## src/rtl/rlwe_pkg.sv

```systemverilog
// Package for the run-length word encoder: widths, run limits and the
// transaction payload types shared by the encoder and its checker.
// Depends on nothing.
package rlwe_pkg;

  localparam int unsigned WORD_W    = 8;
  localparam int unsigned LANES     = 8;
  localparam int unsigned LANE_W    = $clog2(LANES);
  localparam int unsigned FILL_W    = LANE_W + 1;
  localparam int unsigned MAX_RUN   = 128;
  localparam int unsigned CNT_W     = $clog2(MAX_RUN + 2);
  localparam int unsigned MEM_DEPTH = 256;
  localparam int unsigned ADDR_W    = $clog2(MEM_DEPTH);

  typedef logic [WORD_W-1:0] word_t;
  typedef logic [ADDR_W-1:0] addr_t;
  typedef logic [CNT_W-1:0]  cnt_t;
  typedef logic [FILL_W-1:0] fill_t;

  localparam cnt_t  CNT_MAX    = cnt_t'(MAX_RUN);
  localparam cnt_t  CNT_MAX_P1 = cnt_t'(MAX_RUN + 1);
  localparam fill_t FILL_FULL  = fill_t'(LANES);

  typedef struct packed {
    logic [7:0] data_word;
    logic       frame_last;
  } in_t;

  typedef struct packed {
    logic [7:0] out_word0;
    logic [7:0] out_word1;
    logic [7:0] out_word2;
    logic [7:0] out_word3;
    logic [7:0] out_word4;
    logic [7:0] out_word5;
    logic [7:0] out_word6;
    logic [7:0] out_word7;
    logic [3:0] valid_words;
    logic       frame_end;
  } out_t;

  typedef enum logic [6:0] {
    ST_IDLE     = 7'b0000001,
    ST_REP_HDR  = 7'b0000010,
    ST_REP_VAL  = 7'b0000100,
    ST_LIT_HDR  = 7'b0001000,
    ST_LIT_DATA = 7'b0010000,
    ST_END      = 7'b0100000,
    ST_FINAL    = 7'b1000000
  } state_e;

endpackage

```

## src/rtl/rlwe_ram.sv

```systemverilog
// Generic single-clock RAM: one write port and one read port with a
// registered, enabled read. Depends on nothing.
module rlwe_ram #(
  parameter int unsigned Width = 8,
  parameter int unsigned Depth = 256
) (
  input  logic                     clk_i,
  input  logic                     we_i,
  input  logic [$clog2(Depth)-1:0] waddr_i,
  input  logic [Width-1:0]         wdata_i,
  input  logic                     re_i,
  input  logic [$clog2(Depth)-1:0] raddr_i,
  output logic [Width-1:0]         rdata_o
);

  logic [Width-1:0] mem_q [Depth];

  always_ff @(posedge clk_i) begin
    if (we_i) begin
      mem_q[waddr_i] <= wdata_i;
    end
    if (re_i) begin
      rdata_o <= mem_q[raddr_i];
    end
  end

endmodule

```

## src/rtl/run_length_word_encoder.sv

```systemverilog
// Top level of the run-length word encoder: run detection, literal buffer
// sequencing and eight-lane output packing. Depends on rlwe_pkg and rlwe_ram.
//
//   channel | direction | payload          | handshake
//   in      | input     | rlwe_pkg::in_t   | in_valid_i / in_ready_o
//   out     | output    | rlwe_pkg::out_t  | out_valid_o / out_ready_i
//
// A word that closes no run leaves the input ready, and the next word may follow at once.
// A word that closes a run holds the input until its header and value or literal words are out,
// with one literal RAM read and one lane write a cycle while the pack can take a word.
// The last word of a frame adds the frame-end flush (ST_END) and the closing of the pack (ST_FINAL).
// Reset clears the run state; the literal RAM needs no clearing, as only written entries are read.
// While a result waits on out_ready_i, packing stops once all eight lanes are filled.
module run_length_word_encoder (
  input  logic           clk_i,
  input  logic           rst_ni,
  input  logic           in_valid_i,
  output logic           in_ready_o,
  input  rlwe_pkg::in_t  in_i,
  output logic           out_valid_o,
  input  logic           out_ready_i,
  output rlwe_pkg::out_t out_o
);

  rlwe_pkg::state_e state_q, state_d;

  logic             rep_q, rep_d;
  rlwe_pkg::cnt_t   cnt_q, cnt_d;
  rlwe_pkg::word_t  rval_q, rval_d;
  rlwe_pkg::word_t  last1_q, last1_d;
  rlwe_pkg::word_t  last2_q, last2_d;
  rlwe_pkg::addr_t  base_q, base_d;
  rlwe_pkg::addr_t  rd_ptr_q, rd_ptr_d;
  rlwe_pkg::cnt_t   em_cnt_q, em_cnt_d;
  rlwe_pkg::word_t  em_val_q, em_val_d;
  rlwe_pkg::cnt_t   lit_left_q, lit_left_d;
  logic             extra_q, extra_d;
  logic             last_pend_q, last_pend_d;
  logic             fin_q, fin_d;
  logic             pack_final_q, pack_final_d;

  rlwe_pkg::word_t  pack_q [rlwe_pkg::LANES];
  rlwe_pkg::fill_t  fill_q, fill_d;
  rlwe_pkg::out_t   out_q, out_d;
  logic             out_valid_q, out_valid_d;

  logic             in_acc;
  logic             put_req;
  logic             put_en;
  logic             can_put;
  logic             take;
  logic             final_now;
  rlwe_pkg::word_t  put_word;
  rlwe_pkg::state_e after_job;
  rlwe_pkg::word_t  w;
  rlwe_pkg::word_t  lanes_m [rlwe_pkg::LANES];
  logic [rlwe_pkg::LANE_W-1:0] lane;

  logic             mem_we;
  rlwe_pkg::addr_t  mem_waddr;
  logic             mem_re;
  rlwe_pkg::word_t  mem_rdata;

  rlwe_ram #(
    .Width(rlwe_pkg::WORD_W),
    .Depth(rlwe_pkg::MEM_DEPTH)
  ) u_lit_ram (
    .clk_i  (clk_i),
    .we_i   (mem_we),
    .waddr_i(mem_waddr),
    .wdata_i(w),
    .re_i   (mem_re),
    .raddr_i(rd_ptr_q),
    .rdata_o(mem_rdata)
  );

  assign w           = in_i.data_word;
  assign in_ready_o  = (state_q == rlwe_pkg::ST_IDLE) && !pack_final_q;
  assign in_acc      = in_valid_i && in_ready_o;
  assign out_valid_o = out_valid_q;
  assign out_o       = out_q;

  // The pack leaves when full, or holding the tail of a frame.
  assign final_now = pack_final_q || (state_q == rlwe_pkg::ST_FINAL);
  assign take      = (!out_valid_q || out_ready_i) && (fill_q != '0) &&
                     ((fill_q == rlwe_pkg::FILL_FULL) || final_now);
  assign can_put   = (fill_q != rlwe_pkg::FILL_FULL) || take;
  assign put_en    = put_req && can_put;
  assign lane      = take ? '0 : fill_q[rlwe_pkg::LANE_W-1:0];

  always_comb begin
    after_job = rlwe_pkg::ST_IDLE;
    if (last_pend_q) begin
      after_job = rlwe_pkg::ST_END;
    end else if (fin_q) begin
      after_job = rlwe_pkg::ST_FINAL;
    end
  end

  always_comb begin
    state_d     = state_q;
    rep_d       = rep_q;
    cnt_d       = cnt_q;
    rval_d      = rval_q;
    last1_d     = last1_q;
    last2_d     = last2_q;
    base_d      = base_q;
    rd_ptr_d    = rd_ptr_q;
    em_cnt_d    = em_cnt_q;
    em_val_d    = em_val_q;
    lit_left_d  = lit_left_q;
    extra_d     = extra_q;
    last_pend_d = last_pend_q;
    fin_d       = fin_q;
    put_req     = 1'b0;
    put_word    = '0;
    mem_we      = 1'b0;
    mem_re      = 1'b0;
    mem_waddr   = base_q + (rep_q ? '0 : rlwe_pkg::addr_t'(cnt_q));

    case (state_q)
      rlwe_pkg::ST_IDLE: begin
        if (in_acc) begin
          mem_we      = 1'b1;
          last_pend_d = in_i.frame_last;
          state_d     = in_i.frame_last ? rlwe_pkg::ST_END : rlwe_pkg::ST_IDLE;
          if (rep_q) begin
            if (w == rval_q) begin
              if (cnt_q == rlwe_pkg::CNT_MAX - 1'b1) begin
                em_cnt_d = rlwe_pkg::CNT_MAX;
                em_val_d = rval_q;
                rep_d    = 1'b0;
                cnt_d    = '0;
                state_d  = rlwe_pkg::ST_REP_HDR;
              end else begin
                cnt_d = cnt_q + 1'b1;
              end
            end else begin
              em_cnt_d = cnt_q;
              em_val_d = rval_q;
              rep_d    = 1'b0;
              cnt_d    = rlwe_pkg::cnt_t'(1);
              last1_d  = w;
              state_d  = rlwe_pkg::ST_REP_HDR;
            end
          end else if (cnt_q == '0) begin
            cnt_d   = rlwe_pkg::cnt_t'(1);
            last1_d = w;
          end else if (cnt_q == rlwe_pkg::cnt_t'(1)) begin
            if (w == last1_q) begin
              rep_d  = 1'b1;
              rval_d = w;
              cnt_d  = rlwe_pkg::cnt_t'(2);
            end else begin
              cnt_d   = rlwe_pkg::cnt_t'(2);
              last2_d = last1_q;
              last1_d = w;
            end
          end else if (cnt_q >= rlwe_pkg::cnt_t'(3) && last2_q == last1_q && last1_q == w) begin
            // Three equal words close the literal before them.
            em_cnt_d   = cnt_q - rlwe_pkg::cnt_t'(2);
            lit_left_d = cnt_q - rlwe_pkg::cnt_t'(2);
            rd_ptr_d   = base_q;
            rep_d      = 1'b1;
            rval_d     = w;
            cnt_d      = rlwe_pkg::cnt_t'(3);
            state_d    = rlwe_pkg::ST_LIT_HDR;
          end else if (cnt_q == rlwe_pkg::CNT_MAX_P1) begin
            // Literal cap: the full run goes out, the last two words stay.
            em_cnt_d   = rlwe_pkg::CNT_MAX;
            lit_left_d = rlwe_pkg::CNT_MAX;
            rd_ptr_d   = base_q;
            base_d     = base_q + rlwe_pkg::addr_t'(rlwe_pkg::MAX_RUN);
            cnt_d      = rlwe_pkg::cnt_t'(2);
            state_d    = rlwe_pkg::ST_LIT_HDR;
            if (last1_q == w) begin
              rep_d  = 1'b1;
              rval_d = w;
            end else begin
              last2_d = last1_q;
              last1_d = w;
            end
          end else begin
            cnt_d   = cnt_q + 1'b1;
            last2_d = last1_q;
            last1_d = w;
          end
        end
      end
      rlwe_pkg::ST_REP_HDR: begin
        put_req  = 1'b1;
        put_word = {1'b1, em_cnt_q[rlwe_pkg::WORD_W-2:0]};
        if (can_put) begin
          state_d = rlwe_pkg::ST_REP_VAL;
        end
      end
      rlwe_pkg::ST_REP_VAL: begin
        put_req  = 1'b1;
        put_word = em_val_q;
        if (can_put) begin
          state_d = after_job;
        end
      end
      rlwe_pkg::ST_LIT_HDR: begin
        put_req  = 1'b1;
        put_word = {1'b0, em_cnt_q[rlwe_pkg::WORD_W-2:0]};
        if (can_put) begin
          mem_re   = 1'b1;
          rd_ptr_d = rd_ptr_q + 1'b1;
          state_d  = rlwe_pkg::ST_LIT_DATA;
        end
      end
      rlwe_pkg::ST_LIT_DATA: begin
        put_req  = 1'b1;
        put_word = mem_rdata;
        if (can_put) begin
          if (lit_left_q == rlwe_pkg::cnt_t'(1)) begin
            if (extra_q) begin
              // The single word left over after a capped literal at frame end.
              em_cnt_d   = rlwe_pkg::cnt_t'(1);
              lit_left_d = rlwe_pkg::cnt_t'(1);
              extra_d    = 1'b0;
              state_d    = rlwe_pkg::ST_LIT_HDR;
            end else begin
              state_d = after_job;
            end
          end else begin
            mem_re     = 1'b1;
            rd_ptr_d   = rd_ptr_q + 1'b1;
            lit_left_d = lit_left_q - 1'b1;
          end
        end
      end
      rlwe_pkg::ST_END: begin
        last_pend_d = 1'b0;
        fin_d       = 1'b1;
        rep_d       = 1'b0;
        cnt_d       = '0;
        if (rep_q) begin
          em_cnt_d = cnt_q;
          em_val_d = rval_q;
          state_d  = rlwe_pkg::ST_REP_HDR;
        end else if (cnt_q != '0) begin
          em_cnt_d   = (cnt_q > rlwe_pkg::CNT_MAX) ? rlwe_pkg::CNT_MAX : cnt_q;
          lit_left_d = (cnt_q > rlwe_pkg::CNT_MAX) ? rlwe_pkg::CNT_MAX : cnt_q;
          extra_d    = cnt_q > rlwe_pkg::CNT_MAX;
          rd_ptr_d   = base_q;
          state_d    = rlwe_pkg::ST_LIT_HDR;
        end else begin
          state_d = rlwe_pkg::ST_FINAL;
        end
      end
      rlwe_pkg::ST_FINAL: begin
        fin_d   = 1'b0;
        state_d = rlwe_pkg::ST_IDLE;
      end
      default: begin
        state_d = rlwe_pkg::ST_IDLE;
      end
    endcase
  end

  always_comb begin
    for (int i = 0; i < rlwe_pkg::LANES; i++) begin
      lanes_m[i] = (rlwe_pkg::fill_t'(i) < fill_q) ? pack_q[i] : '0;
    end
    out_d = out_q;
    if (take) begin
      out_d.out_word0   = lanes_m[0];
      out_d.out_word1   = lanes_m[1];
      out_d.out_word2   = lanes_m[2];
      out_d.out_word3   = lanes_m[3];
      out_d.out_word4   = lanes_m[4];
      out_d.out_word5   = lanes_m[5];
      out_d.out_word6   = lanes_m[6];
      out_d.out_word7   = lanes_m[7];
      out_d.valid_words = 4'(fill_q);
      out_d.frame_end   = final_now;
    end
    out_valid_d  = take || (out_valid_q && !out_ready_i);
    fill_d       = (take ? '0 : fill_q) + rlwe_pkg::fill_t'(put_en);
    pack_final_d = final_now && !take;
  end

  always_ff @(posedge clk_i or negedge rst_ni) begin
    if (!rst_ni) begin
      state_q      <= rlwe_pkg::ST_IDLE;
      rep_q        <= 1'b0;
      cnt_q        <= '0;
      base_q       <= '0;
      rd_ptr_q     <= '0;
      em_cnt_q     <= '0;
      lit_left_q   <= '0;
      extra_q      <= 1'b0;
      last_pend_q  <= 1'b0;
      fin_q        <= 1'b0;
      pack_final_q <= 1'b0;
      fill_q       <= '0;
      out_valid_q  <= 1'b0;
    end else begin
      state_q      <= state_d;
      rep_q        <= rep_d;
      cnt_q        <= cnt_d;
      base_q       <= base_d;
      rd_ptr_q     <= rd_ptr_d;
      em_cnt_q     <= em_cnt_d;
      lit_left_q   <= lit_left_d;
      extra_q      <= extra_d;
      last_pend_q  <= last_pend_d;
      fin_q        <= fin_d;
      pack_final_q <= pack_final_d;
      fill_q       <= fill_d;
      out_valid_q  <= out_valid_d;
    end
  end

  always_ff @(posedge clk_i) begin
    rval_q   <= rval_d;
    last1_q  <= last1_d;
    last2_q  <= last2_d;
    em_val_q <= em_val_d;
    out_q    <= out_d;
    if (put_en) begin
      pack_q[lane] <= put_word;
    end
  end

endmodule

```

## config.mk

```make
export PLATFORM = sky130hd
export DESIGN_NAME = run_length_word_encoder
export DESIGN_NICKNAME = d
export VERILOG_FILES = /design/src/rtl/rlwe_pkg.sv /design/src/rtl/rlwe_ram.sv /design/src/rtl/run_length_word_encoder.sv
export SDC_FILE = /design/constraint.sdc
export NUM_CORES = 2
export LEC_CHECK = 0
export BUFFER_PORTS_ARGS = -buffer_cell sky130_fd_sc_hd__buf_2
export CAP_MARGIN = 20
export CORE_ASPECT_RATIO = 2
export CORE_MARGIN = 3
export CORE_UTILIZATION = 31
export DETAILED_ROUTE_END_ITERATION = 12
export GPL_ROUTABILITY_DRIVEN = 0
export GPL_TIMING_DRIVEN = 0
export PLACE_DENSITY_LB_ADDON = 0.15
export SYNTH_ARGS = -nofsm -noshare
export SYNTH_HDL_FRONTEND = slang
export SYNTH_SLANG_ARGS = --single-unit
```

## constraint.sdc

```tcl
create_clock -name clk_i -period 9.74 [get_ports clk_i]
set_input_delay 0.487 -clock clk_i [delete_from_list [all_inputs] [get_ports clk_i]]
set_output_delay 0.487 -clock clk_i [all_outputs]
set_load 0.05 [all_outputs]
```

# Yosys cells after proc, flatten, opt, wreduce, memory -nomap -nowiden
# Memories as Yosys holds them, arrays and structs flattened. A register that Yosys moved wholly into a read port is not among the register bits.
# Cells that the tools add are included.
# Widths: inputs -> output; s select.
# totals
register_bits	93
ram_bits	2112
input_bits	13
out_inout_bits	71
elab_cells	258
memories	2
# classes
n_addsub	7
magnitude_cmp	10
n_eq_ne	48
muxes	120
bitwise_logic	4
reduce_logical	48
# mem_list
name	depth	width	read_ports	rd_ports_with_merged_regs	wr	line	rtl
u_lit_ram.mem_q	256	8	1	1	1	rlwe_ram.sv:16	logic [Width-1:0] mem_q [Depth];
pack_q	8	8	8	8	1	run_length_word_encoder.sv:42	rlwe_pkg::word_t pack_q [rlwe_pkg::LANES];
# ops
op	count
$mux 8	55
$mux 7	20
$pmux 8 s4	2
$pmux 7 s6	1
$mux 6	6
$ne 2x2->1 const B	18
$eq 8x8->1	4
$pmux 8 s2	2
$mux 1	25
$pmux 8 s3	1
$pmux 7 s3	1
$reduce_and 7->1	3
$reduce_and 10->1	2
$add 8x1->8 const B	2
$eq 8x1->1 const B	2
$lt 3x4->1 const A	4
$ne 3x3->1 const B	5
$logic_not 1->1	12
$ne 4x4->1 const B	3
$reduce_and 6->1	2
$reduce_and 11->1	1
$pmux 1 s2	5
$reduce_and 5->1	2
$logic_and 1x1->1	9
36 further kinds	50

# Longest topological paths before layout
# depth
word_depth	9
mapped_depth	12
depth_no_buf	9

# Hierarchy
# A second synthesis with hierarchy kept.
# hier_totals
hier_cells	4431
hier_area_um2	88821.4
# by_module_without_submodules
mod	instances	cells_each	area_per_inst_um2	seq_area_each_um2
rlwe_ram	1	3733	79636.4	61739.2
run_length_word_encoder	1	698	9185.1	6182.2

# Least setup slack after synthesis
# OpenSTA, ideal clock, no wires.
# synth_path
path_type	register -> register
start	register state_q[1]
end	register out_q, in the netlist out_o[0] (enable)
setup_ps	424
arrival_ps	2909
required_time_ps	9316
slack_ps	6408
stages_incl_launch_ff	6
path_buffers	0
synth_period_minus_slack_ps	3332
path_cell_list	dfrtp_1 or4_1 o31ai_1 o21ba_2 nand2b_1 inv_1
# synth_between
elab_chain_cells	4
# synth_rtl
item	line	rtl
start: declaration	run_length_word_encoder.sv:25	rlwe_pkg::state_e state_q, state_d;
start signal: assignment	run_length_word_encoder.sv:287	state_q <= rlwe_pkg::ST_IDLE;
start signal: assignment	run_length_word_encoder.sv:301	state_q <= state_d;
$eq 7x7->1	run_length_word_encoder.sv:84	assign final_now = pack_final_q || (state_q == rlwe_pkg::ST_FINAL);
$logic_or 1x1->1	run_length_word_encoder.sv:84	
net final_now	run_length_word_encoder.sv:52	logic final_now;
$logic_or 1x1->1	run_length_word_encoder.sv:86	((fill_q == rlwe_pkg::FILL_FULL) || final_now);
$logic_and 1x1->1	run_length_word_encoder.sv:85	assign take = (!out_valid_q || out_ready_i) && (fill_q != '0) &&
net take	run_length_word_encoder.sv:51	logic take;
end signal: assignment	run_length_word_encoder.sv:322	out_q <= out_d;
end: declaration	run_length_word_encoder.sv:44	rlwe_pkg::out_t out_q, out_d;
# The timed path passes the listed nets, and every way through them passes these cells.
# A chain may end at the register's enable or synchronous reset.

==> flow_summary_export.csv <==
group,metric,value,unit
critical_path,crit_chain,"buf_2, buf_2, buf_2, buf_2, mux4_2, a222oi_1, o21ai_0, a211oi_1, o22ai_1",
power,internal_power,17.9,mW
power,pwr-share-clk,0.293,
timing,tightest_slew,1400,ps
drt,avgViaCountPerCell,5.69,
drt,drtAntennaViolNets,0,
timing,slew_headroom,0.0658,
finish,multi_input_area,19900,um2
critical_path,end_kind,"flop",
yosys,synth_ff_type,"edfxtp_1",
yosys,yosysSeqAreaShare,0.759,
finish,regArea,67900,um2
timing,rsz0062_at_grt,"false",
critical_path,cpMaxStageDelayCell,"a222oi_1",
clock_tree,cts-root-buf,"clkbuf_16",
clock_tree,cts_tree,"done",
drt,drc,0,
die,num_rows,278,
yosys,ys_warn_count,0,
drt,vias,50100,
finish,instances_no_fill,8808,
place,dp_hpwl,280000,um
global_route,grt.overflow.total,0,
power,p_comb_frac,0.310,
power,switching_share,0.358,
die,io_pins,84,
critical_path,max_stage_delay,1170,ps
critical_path,worstSetupPathType,"flop to flop",
power,peakVddDrop,0.245,mV
flow_run,drv_cap,0,
clock_tree,clk-insertion-delay-late,930,ps
power,power.switching,9.99,mW
finish,areaGrowthSynthToFinish,15.1,%
timing,worst_slack,2950,ps
timing,fmax,147,MHz
timing,clock_skew,44.5,ps
die,core,287000,um2
timing,period_share,0.697,
power,power_frac_seq,0.397,
critical_path,r2r_start,"rd_ptr_q[1]",
hold_path,hp-class,"input port to flop",
place,dp_slack,3100,ps
critical_path,cp_top_family,"buffers and inverters",
die,die_area,296000,um2
critical_path,startpoint,"rd_ptr_q[1]",
critical_path,cp.required,10300,ps
timing,finalSetupViolCount,0,
global_route,grt_pass1_wl,512000,um
finish,layout-drive-gt1-share,0.235,
global_route,grt_pass1_vias,49800,
critical_path,cp-start-kind,"flop",
power,leakagePower,32.2,nW
place,dp_cells,8406,
timing,drv_slew,0,
yosys,netlist_area,89500,um2
timing,period_needed,6790,ps
critical_path,worst_path_most_repeated_cell,"buf_2",
global_route,antenna_found_initial,25,
status,status,"finished, violations left",
yosys,post_synth_num_cell_types,92,
yosys,syn_nets,4467,
critical_path,worstPathMaxFanout,10,
timing,final_hold_viol_count,1,
drt,drt-pass1-iter-count,7,
yosys,async_flop_share,0.0216,
drt,routedWlPerCell,45.3,um
critical_path,path_buf_inv,4,
timing,hold_slack,-1.07,ps
finish,final_nets,4867,
drt,wirelength,399000,um
clock_tree,cts.htree.levels,4,
hold_path,hold_start,"out_ready_i",
timing,setup-tns-final,0,ps
drt,drtIter0Drc,6751,
clock_tree,clockBufferDepth,4,
status,violations,"negative hold slack",
place,port_buffers,83,
die,die_x,386,um
finish,fill_cells,26700,
die,die_h,766,um
die,start_util,0.312,
yosys,synth-edff-count,2221,
clock_tree,clkSlewWorstSetupHoldPaths,70,ps
clock_tree,cts_buffers,202,
clock_tree,post_cts_resized,0,
yosys,synth_area_per_cell,20.1,um2
global_route,grt.total_usage,0.267,
critical_path,cp_data_arrival_time,7340,ps
power,p_per_area,271,nW/um2
global_route,grt_max_degree,137,
yosys,synth_cells,4444,
yosys,ys_ff_latch,2270,
clock_tree,cts_sinks,2270,
[sequential cells by signal, indices dropped and copies added (netlist names), 4 cells and up]
signal and flops:
cnt_q 8, em_cnt_q 7, em_val_q 8, fill_q 4
last1_q 8, last2_q 8, lit_left_q 8, out_o 69
pack_q 64, rd_ptr_q 8, rval_q 8, state_q 7
u_lit_ram.mem_q 2048, u_lit_ram.rdata_o 8
[power by group through the flow]
stage | clock [mW] | combinational [mW] | sequential (mW)
CTS | 8.25 | 8.52 | 11.1
global route | 8.60 | 8.62 | 11.1
finish | 8.19 | 8.64 | 11.1
detailed placement | 0 | 8.50 | 11.3
global placement | 0 | 8.34 | 11.3
floorplan | 0 | 3.78 | 11.6
[worst register-to-register path: stages (launching register included)]
cell and delay (ps):
dfrtp_1 420, buf_2 390, buf_2 760, buf_2 830, buf_2 940, mux4_2 520, a222oi_1 1170, o21ai_0 280
a211oi_1 780, o22ai_1 330
[cell families (layout without fill, tap and decap cells)]
group / after synthesis / in the layout / share of synthesized area
xor gates and xnor gates: 32 / 32 / 0.00313
other: 0 / 29 / 0
muxes: 713 / 713 / 0.147
adders and majority gates: 10 / 10 / 0.00140
AOI/OAI and AO/OA: 436 / 436 / 0.0340
buffers and inverters: 279 / 834 / 0.0190
DFF: 2270 / 2270 / 0.759
and+or+nand+nor: 704 / 704 / 0.0366
[through the flow]
step	instance area [um2]	power (mW)	utilization
after global routing	103000	28.3	0.359
after CTS	103000	27.8	0.358
after detailed placement	96400	19.8	0.336
after global placement	94700	19.7	0.330
final	103000	27.9	0.359
after floorplan	89500	15.4	-
[repair_timing]
action / 4_1_cts / 5_1_grt
hold endpoints to repair: 177 / 0
buffers inserted: 0 / 0
hold buffers: 7 / 0
[synthesized netlist by cell type, types with 35 or more instances]
library cell  instances  area, um2
a21oi_1             105        526
a221oi_1             35        307
buf_2                56        280
clkbuf_1            104        390
dfrtp_1              48       1200
edfxtp_1           2221      66700
mux2i_1             209       2090
mux4_2              462      10400
nand2_1             123        462
nor2_1              330       1240
nor2b_1              74        463
nor3_1               41        205
o21ai_0              64        320
[layout by cell type, fill, tap and decap left out, types with 74 or more instances in the layout]
cell type / count
mux2i_1: 209
buf_2: 145
edfxtp_1: 2221
a21oi_1: 105
nor2b_1: 74
clkbuf_1: 106
nor2_1: 329
nand2_1: 123
mux4_2: 462
clkbuf_16: 207
[final cells by class]
class                      instances  share of cell area
clock buffer                     251              0.0519
multi-input combinational       1895               0.193
inverter                          28             0.00102
tap                             3780              0.0459
buffer                           251              0.0161
timing repair buffer             196              0.0216
clock inverter                   108             0.00996
sequential                      2270               0.659
antenna                           29            0.000705
[layer usage]
layer / track usage / share of wire / vias up
met3: 0.0472 / 0.067 / 1058
met5: 0 / 0.00017 / -
li1: - / - / 19100
met2: 0.471 / 0.52 / 2904
met4: 0.227 / 0.11 / 10
met1: 0.269 / 0.31 / 27000
[path summary, 6_finish.rpt]
| path | depth (start not counted) | endpoint | slack, ps |
|---|---|---|---|
| min in group asynchronous | 2 | fin_q | 220 |
| max in group asynchronous | 2 | cnt_q[2] | 8960 |
| max reg2reg | 9 | u_lit_ram.rdata_o[3] | 2950 |
| min | 3 | out_valid_o | -1 |
| min reg2reg | 0 | out_o[4] | 450 |
| max | 9 | u_lit_ram.rdata_o[3] | 2950 |
Power figures use the tool's default switching activity.
